==> config.mk <==
export PLATFORM = sky130hd
export DESIGN_NAME = image_header_size_sniffer_unit_flat
export DESIGN_NICKNAME = d
export VERILOG_FILES = /design/src/rtl/isn_pkg.sv /design/src/rtl/isn_if.sv /design/src/rtl/isn_jpeg.sv /design/src/rtl/image_header_size_sniffer_unit.sv /design/src/flat_wrapper.sv
export SDC_FILE = /design/constraint.sdc
export NUM_CORES = 1
export LEC_CHECK = 0
export BUFFER_PORTS_ARGS = -buffer_cell sky130_fd_sc_hd__buf_2
export CAP_MARGIN = 20
export CORE_AREA = 2 2 161 163
export CTS_BUF_LIST = sky130_fd_sc_hd__clkbuf_8
export DETAILED_ROUTE_END_ITERATION = 10
export DIE_AREA = 0 0 163 165
export GPL_TIMING_DRIVEN = 0
export PLACE_DENSITY = 0.78
export SYNTH_ARGS = -nofsm -noshare
export SYNTH_HDL_FRONTEND = slang
export SYNTH_SLANG_ARGS = --single-unit
==> constraint.sdc <==
create_clock -name i_clk -period 7.1 [get_ports i_clk]
set_input_delay 0.355 -clock i_clk [delete_from_list [all_inputs] [get_ports i_clk]]
set_output_delay 0.355 -clock i_clk [all_outputs]
set_load 0.005 [all_outputs]
==> src/rtl/isn_pkg.sv <==
`timescale 1ns / 1ps

package isn_pkg;

    localparam int POS_W = 17;
    localparam int TGT_W = 18;
    localparam logic [POS_W-1:0] SCAN_LIMIT = 17'h10000;

    localparam logic [7:0] MAGIC_PNG0 = 8'h89;
    localparam logic [7:0] MAGIC_JPG0 = 8'hFF;
    localparam logic [7:0] MAGIC_JPG1 = 8'hD8;
    localparam logic [7:0] JPG_MARK   = 8'hFF;
    localparam logic [7:0] SOF_FIRST  = 8'hC0;
    localparam logic [7:0] SOF_LAST   = 8'hCF;
    localparam logic [7:0] DHT_CODE   = 8'hC4;
    localparam logic [7:0] JPG_CODE   = 8'hC8;
    localparam logic [7:0] DAC_CODE   = 8'hCC;

    typedef enum logic [2:0] {
        FMT_NONE = 3'd0,
        FMT_PNG  = 3'd1,
        FMT_GIF  = 3'd2,
        FMT_BMP  = 3'd3,
        FMT_JPEG = 3'd4
    } t_fmt;

    typedef enum logic [2:0] {
        PH_SEEK  = 3'd0,
        PH_CODE  = 3'd1,
        PH_FRAME = 3'd2,
        PH_LENHI = 3'd3,
        PH_LENLO = 3'd4
    } t_jphase;

    typedef struct packed {
        logic             en;
        logic             step;
        logic             clear;
        logic [POS_W-1:0] pos;
        logic [7:0]       data;
    } t_jpeg_ctl;

    typedef struct packed {
        logic cap_h_hi;
        logic cap_h_lo;
        logic cap_w_hi;
        logic cap_w_lo;
        logic done;
    } t_jpeg_evt;

    function automatic logic is_frame_code(input logic [7:0] m);
        return (m >= SOF_FIRST) && (m <= SOF_LAST) && (m != DHT_CODE)
            && (m != JPG_CODE) && (m != DAC_CODE);
    endfunction

endpackage

==> src/rtl/isn_if.sv <==
`timescale 1ns / 1ps

interface isn_in_if;
    logic       valid;
    logic       ready;
    logic [7:0] data_byte;
    logic       last_byte;

    modport source (output valid, output data_byte, output last_byte, input ready);
    modport sink   (input valid, input data_byte, input last_byte, output ready);
endinterface

interface isn_out_if;
    logic               valid;
    logic               ready;
    logic               found;
    logic [2:0]         image_format;
    logic signed [31:0] pixel_width;
    logic signed [31:0] pixel_height;

    modport source (output valid, output found, output image_format,
                    output pixel_width, output pixel_height, input ready);
    modport sink   (input valid, input found, input image_format,
                    input pixel_width, input pixel_height, output ready);
endinterface

==> src/rtl/isn_jpeg.sv <==
`timescale 1ns / 1ps

module isn_jpeg
    import isn_pkg::*;
(
    input  logic      i_clk,
    input  logic      i_rst_n,
    input  t_jpeg_ctl i_ctl,
    output t_jpeg_evt o_evt
);

    t_jphase          r_phase, n_phase;
    logic [TGT_W-1:0] r_target, n_target;
    logic [POS_W-1:0] r_start, n_start;
    logic [15:0]      r_len, n_len;
    logic [POS_W-1:0] rel;
    logic [15:0]      len16;
    t_jpeg_evt        evt;

    always_comb begin
        n_phase  = r_phase;
        n_target = r_target;
        n_start  = r_start;
        n_len    = r_len;
        evt      = '0;
        rel      = i_ctl.pos - r_start;
        len16    = {r_len[7:0], i_ctl.data};
        case (r_phase)
            PH_SEEK: begin
                if ({1'b0, i_ctl.pos} == r_target) begin
                    if (i_ctl.data != JPG_MARK) begin
                        n_target = r_target + 18'd1;
                    end else begin
                        n_start = i_ctl.pos;
                        n_phase = PH_CODE;
                    end
                end
            end
            PH_CODE: begin
                n_phase = is_frame_code(i_ctl.data) ? PH_FRAME : PH_LENHI;
            end
            PH_FRAME: begin
                evt.cap_h_hi = (rel == 17'd5);
                evt.cap_h_lo = (rel == 17'd6);
                evt.cap_w_hi = (rel == 17'd7);
                evt.cap_w_lo = (rel == 17'd8);
                evt.done     = (rel == 17'd9);
            end
            PH_LENHI: begin
                n_len   = {8'd0, i_ctl.data};
                n_phase = PH_LENLO;
            end
            PH_LENLO: begin
                n_len = len16;
                if (len16 < 16'd2) begin
                    n_target = {1'b0, r_start} + 18'd4;
                end else begin
                    n_target = {1'b0, r_start} + 18'd2 + {2'b00, len16};
                end
                n_phase = PH_SEEK;
            end
            default: begin
                n_phase = PH_SEEK;
            end
        endcase
    end

    assign o_evt = i_ctl.en ? evt : '0;

    always_ff @(posedge i_clk) begin
        if (!i_rst_n || (i_ctl.step && i_ctl.clear)) begin
            r_phase  <= PH_SEEK;
            r_target <= 18'd2;
            r_start  <= '0;
            r_len    <= '0;
        end else if (i_ctl.step && i_ctl.en) begin
            r_phase  <= n_phase;
            r_target <= n_target;
            r_start  <= n_start;
            r_len    <= n_len;
        end
    end

endmodule

==> src/rtl/image_header_size_sniffer_unit.sv <==
`timescale 1ns / 1ps

// Image header size sniffer. Takes a file one byte per transfer, with last_byte on its
// final byte, recognises PNG, GIF, BMP or JPEG from the magic bytes and returns exactly
// one result per file: found with format, width and height as soon as the header bytes
// holding them have arrived, or a not-found result with all fields zero at the last byte.
// The block sustains one byte per clock. A byte is held in an input register, then its
// header decode and capture are combinational into the result register, which holds the
// result until it is taken. Input keeps flowing while a result waits to be taken; only a
// second result due before the first is taken stalls the input.
// Bytes beyond the first 64 KiB of a file are ignored apart from their last-byte mark.

module image_header_size_sniffer_unit
    import isn_pkg::*;
(
    input  logic      i_clk,
    input  logic      i_rst_n,
    isn_in_if.sink    i_in,
    isn_out_if.source o_out
);

    logic             r_in_vld;
    logic [7:0]       r_byte;
    logic             r_last;

    logic [POS_W-1:0] r_pos;
    t_fmt             r_fmt, n_fmt, magic;
    logic             r_given;
    logic [31:0]      r_w, n_w, r_h, n_h;

    logic             r_o_vld;
    logic             r_o_found;
    t_fmt             r_o_fmt;
    logic [31:0]      r_o_w, r_o_h;

    logic             live, active, done, hit, produce, adv, in_rdy;
    t_jpeg_ctl        jctl;
    t_jpeg_evt        jevt;

    assign in_rdy      = !r_in_vld || adv;
    assign i_in.ready  = in_rdy;

    // input register
    always_ff @(posedge i_clk) begin
        if (!i_rst_n) begin
            r_in_vld <= 1'b0;
        end else if (in_rdy) begin
            r_in_vld <= i_in.valid;
        end
        if (in_rdy && i_in.valid) begin
            r_byte <= i_in.data_byte;
            r_last <= i_in.last_byte;
        end
    end

    assign live   = (r_pos != SCAN_LIMIT);
    assign active = live && !r_given;

    // magic byte check
    always_comb begin
        magic = r_fmt;
        case (r_pos)
            17'd0: begin
                if (r_byte == MAGIC_PNG0) magic = FMT_PNG;
                else if (r_byte == "G") magic = FMT_GIF;
                else if (r_byte == "B") magic = FMT_BMP;
                else if (r_byte == MAGIC_JPG0) magic = FMT_JPEG;
                else magic = FMT_NONE;
            end
            17'd1: begin
                if ((r_fmt == FMT_PNG && r_byte != "P")
                    || (r_fmt == FMT_GIF && r_byte != "I")
                    || (r_fmt == FMT_BMP && r_byte != "M")
                    || (r_fmt == FMT_JPEG && r_byte != MAGIC_JPG1)) magic = FMT_NONE;
            end
            17'd2: begin
                if ((r_fmt == FMT_PNG && r_byte != "N")
                    || (r_fmt == FMT_GIF && r_byte != "F")) magic = FMT_NONE;
            end
            17'd3: begin
                if (r_fmt == FMT_PNG && r_byte != "G") magic = FMT_NONE;
            end
            default: magic = r_fmt;
        endcase
    end

    assign n_fmt = (active && r_pos < 17'd4) ? magic : r_fmt;

    assign jctl.en    = active && (n_fmt == FMT_JPEG) && (r_pos >= 17'd2);
    assign jctl.step  = adv;
    assign jctl.clear = r_last;
    assign jctl.pos   = r_pos;
    assign jctl.data  = r_byte;

    isn_jpeg u_jpeg (
        .i_clk   (i_clk),
        .i_rst_n (i_rst_n),
        .i_ctl   (jctl),
        .o_evt   (jevt)
    );

    // dimension capture
    always_comb begin
        n_w  = r_w;
        n_h  = r_h;
        done = 1'b0;
        case (n_fmt)
            FMT_PNG: begin
                if (r_pos >= 17'd16 && r_pos <= 17'd19) n_w = {r_w[23:0], r_byte};
                if (r_pos >= 17'd20 && r_pos <= 17'd23) n_h = {r_h[23:0], r_byte};
                done = (r_pos == 17'd23);
            end
            FMT_GIF: begin
                if (r_pos == 17'd6) n_w = {24'd0, r_byte};
                if (r_pos == 17'd7) n_w = {r_w[31:16], r_byte, r_w[7:0]};
                if (r_pos == 17'd8) n_h = {24'd0, r_byte};
                if (r_pos == 17'd9) n_h = {r_h[31:16], r_byte, r_h[7:0]};
                done = (r_pos == 17'd9);
            end
            FMT_BMP: begin
                for (int k = 0; k < 4; k++) begin
                    if (r_pos == 17'(18 + k)) n_w[8*k +: 8] = r_w[8*k +: 8] | r_byte;
                    if (r_pos == 17'(22 + k)) n_h[8*k +: 8] = r_h[8*k +: 8] | r_byte;
                end
                if (r_pos == 17'd25 && n_h[31]) n_h = ~n_h + 32'd1;
                done = (r_pos == 17'd25);
            end
            FMT_JPEG: begin
                if (jevt.cap_h_hi) n_h = {24'd0, r_byte};
                if (jevt.cap_h_lo) n_h = {r_h[23:0], r_byte};
                if (jevt.cap_w_hi) n_w = {24'd0, r_byte};
                if (jevt.cap_w_lo) n_w = {r_w[23:0], r_byte};
                done = jevt.done;
            end
            default: done = 1'b0;
        endcase
    end

    assign hit     = active && done;
    assign produce = hit || (r_last && !r_given);
    assign adv     = r_in_vld && (!produce || !r_o_vld || o_out.ready);

    // per-file state
    always_ff @(posedge i_clk) begin
        if (!i_rst_n || (adv && r_last)) begin
            r_pos   <= '0;
            r_fmt   <= FMT_NONE;
            r_given <= 1'b0;
            r_w     <= '0;
            r_h     <= '0;
        end else if (adv && active) begin
            r_pos   <= r_pos + 17'd1;
            r_fmt   <= n_fmt;
            r_given <= hit;
            r_w     <= n_w;
            r_h     <= n_h;
        end else if (adv && live) begin
            r_pos   <= r_pos + 17'd1;
        end
    end

    // result register
    always_ff @(posedge i_clk) begin
        if (!i_rst_n) begin
            r_o_vld <= 1'b0;
        end else if (adv && produce) begin
            r_o_vld <= 1'b1;
        end else if (o_out.ready) begin
            r_o_vld <= 1'b0;
        end
        if (adv && produce) begin
            r_o_found <= hit;
            r_o_fmt   <= hit ? n_fmt : FMT_NONE;
            r_o_w     <= hit ? n_w : 32'd0;
            r_o_h     <= hit ? n_h : 32'd0;
        end
    end

    assign o_out.valid        = r_o_vld;
    assign o_out.found        = r_o_found;
    assign o_out.image_format = r_o_fmt;
    assign o_out.pixel_width  = r_o_w;
    assign o_out.pixel_height = r_o_h;

endmodule

==> src/flat_wrapper.sv <==
// flat-port wrapper written by rule: the top's interface ports become plain ports
module image_header_size_sniffer_unit_flat import isn_pkg::*;
  (i_clk, i_rst_n, i_in_valid, i_in_data_byte, i_in_last_byte, i_in_ready, o_out_valid, o_out_found, o_out_image_format, o_out_pixel_width, o_out_pixel_height, o_out_ready);
  isn_in_if i_in_i ();
  isn_out_if o_out_i ();
  input  logic i_clk;
  input  logic i_rst_n;
  input wire logic [$bits(i_in_i.valid)-1:0] i_in_valid;
  input wire logic [$bits(i_in_i.data_byte)-1:0] i_in_data_byte;
  input wire logic [$bits(i_in_i.last_byte)-1:0] i_in_last_byte;
  output wire logic [$bits(i_in_i.ready)-1:0] i_in_ready;
  output wire logic [$bits(o_out_i.valid)-1:0] o_out_valid;
  output wire logic [$bits(o_out_i.found)-1:0] o_out_found;
  output wire logic [$bits(o_out_i.image_format)-1:0] o_out_image_format;
  output wire logic [$bits(o_out_i.pixel_width)-1:0] o_out_pixel_width;
  output wire logic [$bits(o_out_i.pixel_height)-1:0] o_out_pixel_height;
  input wire logic [$bits(o_out_i.ready)-1:0] o_out_ready;
  assign i_in_i.valid = i_in_valid;
  assign i_in_i.data_byte = i_in_data_byte;
  assign i_in_i.last_byte = i_in_last_byte;
  assign i_in_ready = i_in_i.ready;
  assign o_out_valid = o_out_i.valid;
  assign o_out_found = o_out_i.found;
  assign o_out_image_format = o_out_i.image_format;
  assign o_out_pixel_width = o_out_i.pixel_width;
  assign o_out_pixel_height = o_out_i.pixel_height;
  assign o_out_i.ready = o_out_ready;
  image_header_size_sniffer_unit u_core (.i_clk(i_clk), .i_rst_n(i_rst_n), .i_in(i_in_i), .o_out(o_out_i));
endmodule
==> run_results.csv <==
group,metric,value,unit
worst_setup_path,rr_startpoint,"u_core.r_pos[0]",
detailed_routing,drc,0,
timing,hold_ws,0.0540,ns
run_status,status,"completed",
floorplanning,fp.dieW,163,um
detailed_routing,drt_pass1_iterations,6,
worst_setup_path,crit_chain,"clkbuf_1 -> inv_1 -> ha_1 -> nor4b_1 -> and4_1 -> clkbuf_1 -> a21oi_1 -> ha_1 -> nor3b_1 -> nand2_1 -> a211oi_1 -> nand4_1 -> or4_1 -> o31ai_1 -> o21ai_0 -> xor2_1 -> nor2_1 -> a221oi_1 -> nor2_1",
placed_design,dpl_worst_slack,1.47,ns
power_and_ir_drop,p_per_area,172,nW/um^2
logic_synthesis,yosysSeqAreaShare,0.347,
logic_synthesis,synth_fp_nets,1832,
timing,period_minus_slack,5.79,ns
floorplanning,num_rows,58,
run,cap_viol_max_count,0,
hold_path,hold_class,"primary input to flip-flop",
logic_synthesis,synth_top_area_frac,0.186,
worst_setup_path,crit_buf_inv,3,
timing,finClkSkew,0.0268,ns
detailed_routing,routed.top_layer,"met4",
logic_synthesis,synthArstFlopShare,0,
worst_setup_path,cp_max_fo,8,
timing,grt_setup_unrepaired,"false",
detailed_routing,drtIter0Drc,2010,
clock_network,clk_latency,0.57,ns
floorplanning,num_io_pins,83,
worst_setup_path,cp-start-kind,"flip-flop",
worst_setup_path,timing.rr.end,"u_core.o_out.pixel_height[26]",
clock_network,cts_resized,0,
finish,multi_input_area,8640,sq um
placed_design,dp_hpwl,37400,um
clock_network,clock-sinks,210,
timing,slew_viol_final,0,
floorplanning,chipHeight,165,um
worst_setup_path,critical_path.endpoint_type,"flip-flop",
logic_synthesis,synth_cells,1762,
hold_path,worst_hold_startpoint,"i_in_last_byte",
placed_design,gp_congestion,0.995,
detailed_routing,vias_per_cell,6.62,
detailed_routing,vias,14900,
timing,fmax,0.173,GHz
floorplanning,core,25000,sq um
clock_network,ctsRootBufferMaster,"clkbuf_8",
logic_synthesis,synthTopCellsByArea,"dfxtp_1 (19%), edfxtp_1 (16%), a21oi_1 (6.4%)",
logic_synthesis,synth_edf_count,77,
worst_setup_path,worstPathRequired,7.40,ns
worst_setup_path,slowest_delay,0.62,ns
timing,layout_setup_ws,1.31,ns
timing,slew_headroom,0.209,
logic_synthesis,synth-seq-cells,210,
worst_setup_path,cp.arrival,6.10,ns
clock_network,postCtsSetupBuffers,0,
detailed_routing,ant_nets,0,
finish,area_growth,11.8,%
detailed_routing,wl_met3,5780,um
timing,min_period_over_period,0.816,
logic_synthesis,syn_area,14300,sq um
floorplanning,die_area,26900,sq um
logic_synthesis,yosysWarnings,0,
clock_network,cts_tree,"done",
clock_network,postCtsHoldBufs,8,
global_route,grt_max_degree,38,
worst_setup_path,r2r_slack,1.31,ns
hold_path,hold_end,"u_core.r_last",
logic_synthesis,synth_cell_type_count,94,
logic_synthesis,ys.flop_type,"dfxtp_1",
logic_synthesis,synth_area_leader_cell,"dfxtp_1",
global_route,grt_pass1_wl,77300,um
finish,regArea,4970,sq um
worst_setup_path,path_class,"flip-flop to flip-flop",
power_and_ir_drop,leakage,6.33,nW
finish,fillers,2201,
timing,setup_viol,0,
floorplanning,initial_core_util,0.573,
finish,drive_above_1_share,0.105,
clock_network,cts.clk_slew.worst_paths,0.07,ns
worst_setup_path,crit_path_top_delay_cell,"or4_1",
detailed_routing,wl,49900,um
finish,num_antenna_cells,0,
logic_synthesis,avgSynthCellArea,8.14,sq um
worst_setup_path,worst_r2r_path_depth,19,
detailed_routing,met2_length,21400,um
timing,tightest_slew,1.18,ns
clock_network,htreeDepth,2,
power_and_ir_drop,max-vdd-ir-drop,0.000188,V
finish,nets,1963,
global_route,antenna_found_initial,0,
clock_network,numCtsBuffers,35,
detailed_routing,wl_met1,21100,um
placed_design,numPortBuffers,82,
hold_path,min_path_cells,1,
global_route,overflow,0,
clock_network,clock_path_buffers,3,
global_route,track_usage,0.370,
detailed_routing,wl_per_cell,22.2,um
timing,finalHoldViolations,0,
power_and_ir_drop,power,2.76,mW
global_route,grt_pass1_vias,13700,
worst_setup_path,crit_family,"simple AND/OR/NAND/NOR gates",
how the worst max path moves through the flow:
| stage | startpoint | endpoint | slack, ns | cells past startpoint |
|---|---|---|---|---|
| 3_3_place_gp | u_core.r_pos[1] | u_core.o_out.pixel_height[27] | -1.27 | 16 |
| 2_1_floorplan | u_core.r_pos[0] | u_core.o_out.found | 0.24 | 16 |
| 3_5_place_dp | u_core.r_pos[0] | u_core.o_out.pixel_height[26] | 1.47 | 19 |
| 6_report | u_core.r_pos[0] | u_core.o_out.pixel_height[26] | 1.31 | 19 |
| 4_1_cts | u_core.r_pos[0] | u_core.o_out.pixel_height[26] | 1.44 | 19 |
| 5_1_grt | u_core.r_pos[0] | u_core.o_out.pixel_height[26] | 1.06 | 19 |
cells in the mapped netlist (23+ instances only):
master and instances:
buf_2 30, inv_1 41, nand2_1 163, nor2_1 176, a21oi_1 184, a22oi_1 40
nand3_1 51, xor2_1 43, dfxtp_1 133, clkbuf_1 93, ha_1 55, a21o_1 23
o21ai_0 112, xnor2_1 40, and3_1 33, edfxtp_1 77, nor3_1 41
layout make-up:
type	count	share of cell area
multi-input cells	1375	0.540
plain buffers	135	0.0354
flip-flops and latches	210	0.311
inverters	42	0.00984
clock inverters	27	0.0142
repair buffers	94	0.0330
clock buffers	37	0.0318
well taps	330	0.0258
power by group:
part | switching [mW] | internal, mW | total, mW
Sequential | 0.0269 | 1.27 | 1.30
Combinational | 0.196 | 0.0915 | 0.288
Clock | 0.535 | 0.637 | 1.17
Total | 0.759 | 2.00 | 2.76
per-stage QoR:
step / instance area, sq um / std cells / utilization / TNS [ns]
finish: 16000 / 2250 / 0.640 / 0
global route: 16000 / 2250 / 0.640 / 0
CTS: 16000 / 2250 / 0.640 / 0
detailed placement: 15200 / 2178 / 0.607 / 0
global placement: 15200 / 2174 / 0.605 / -85.67
floorplan: 14300 / 1762 / - / 0
layout by cell type, fill, tap and decap left out, types with 9 or more instances in the layout:
cell type	count
dfxtp_1	133
nor2_1	175
o22ai_1	14
nand2_1	163
o21ai_0	112
o2bb2ai_1	12
a221oi_1	18
clkbuf_1	93
nand4_1	20
or4_1	13
nor4_1	19
nor3_1	41
a21o_1	23
a31oi_1	21
a211oi_1	16
clkbuf_8	37
and3_1	33
or3_1	16
nand2b_1	18
xor2_1	43
mux2i_1	22
a22o_1	10
and2_1	14
buf_2	114
a41o_1	11
a22oi_1	40
edfxtp_1	77
nor2b_1	16
nor3b_1	9
inv_1	50
xnor2_1	40
ha_1	55
nand3_1	51
o211ai_1	13
a21oi_1	184
o21a_1	16
layer usage:
metal	GRT usage	vias to the layer above
li1	-	6814
met1	0.524	7057
met2	0.556	897
met3	0.0766	124
met4	0.136	0
met5	0	-
kinds of logic after synthesis:
family / share of synthesized area
and+or+nand+nor: 0.228
AOI/OAI and AO/OA: 0.254
DFF: 0.347
buffers and inverters: 0.0505
xor gates and xnor gates: 0.0507
adders and majority gates: 0.0508
muxes: 0.0193
sequential cells by signal (all words and copies together), names as in the netlist, 17 cells and up:
signal,flops
u_core.o_out.pixel_height,32
u_core.o_out.pixel_width,32
u_core.r_h,32
u_core.r_w,32
u_core.u_jpeg.r_target,18
u_core.r_pos,17
u_core.u_jpeg.r_start,17
Note: power is estimated with default switching activity, not from simulation.
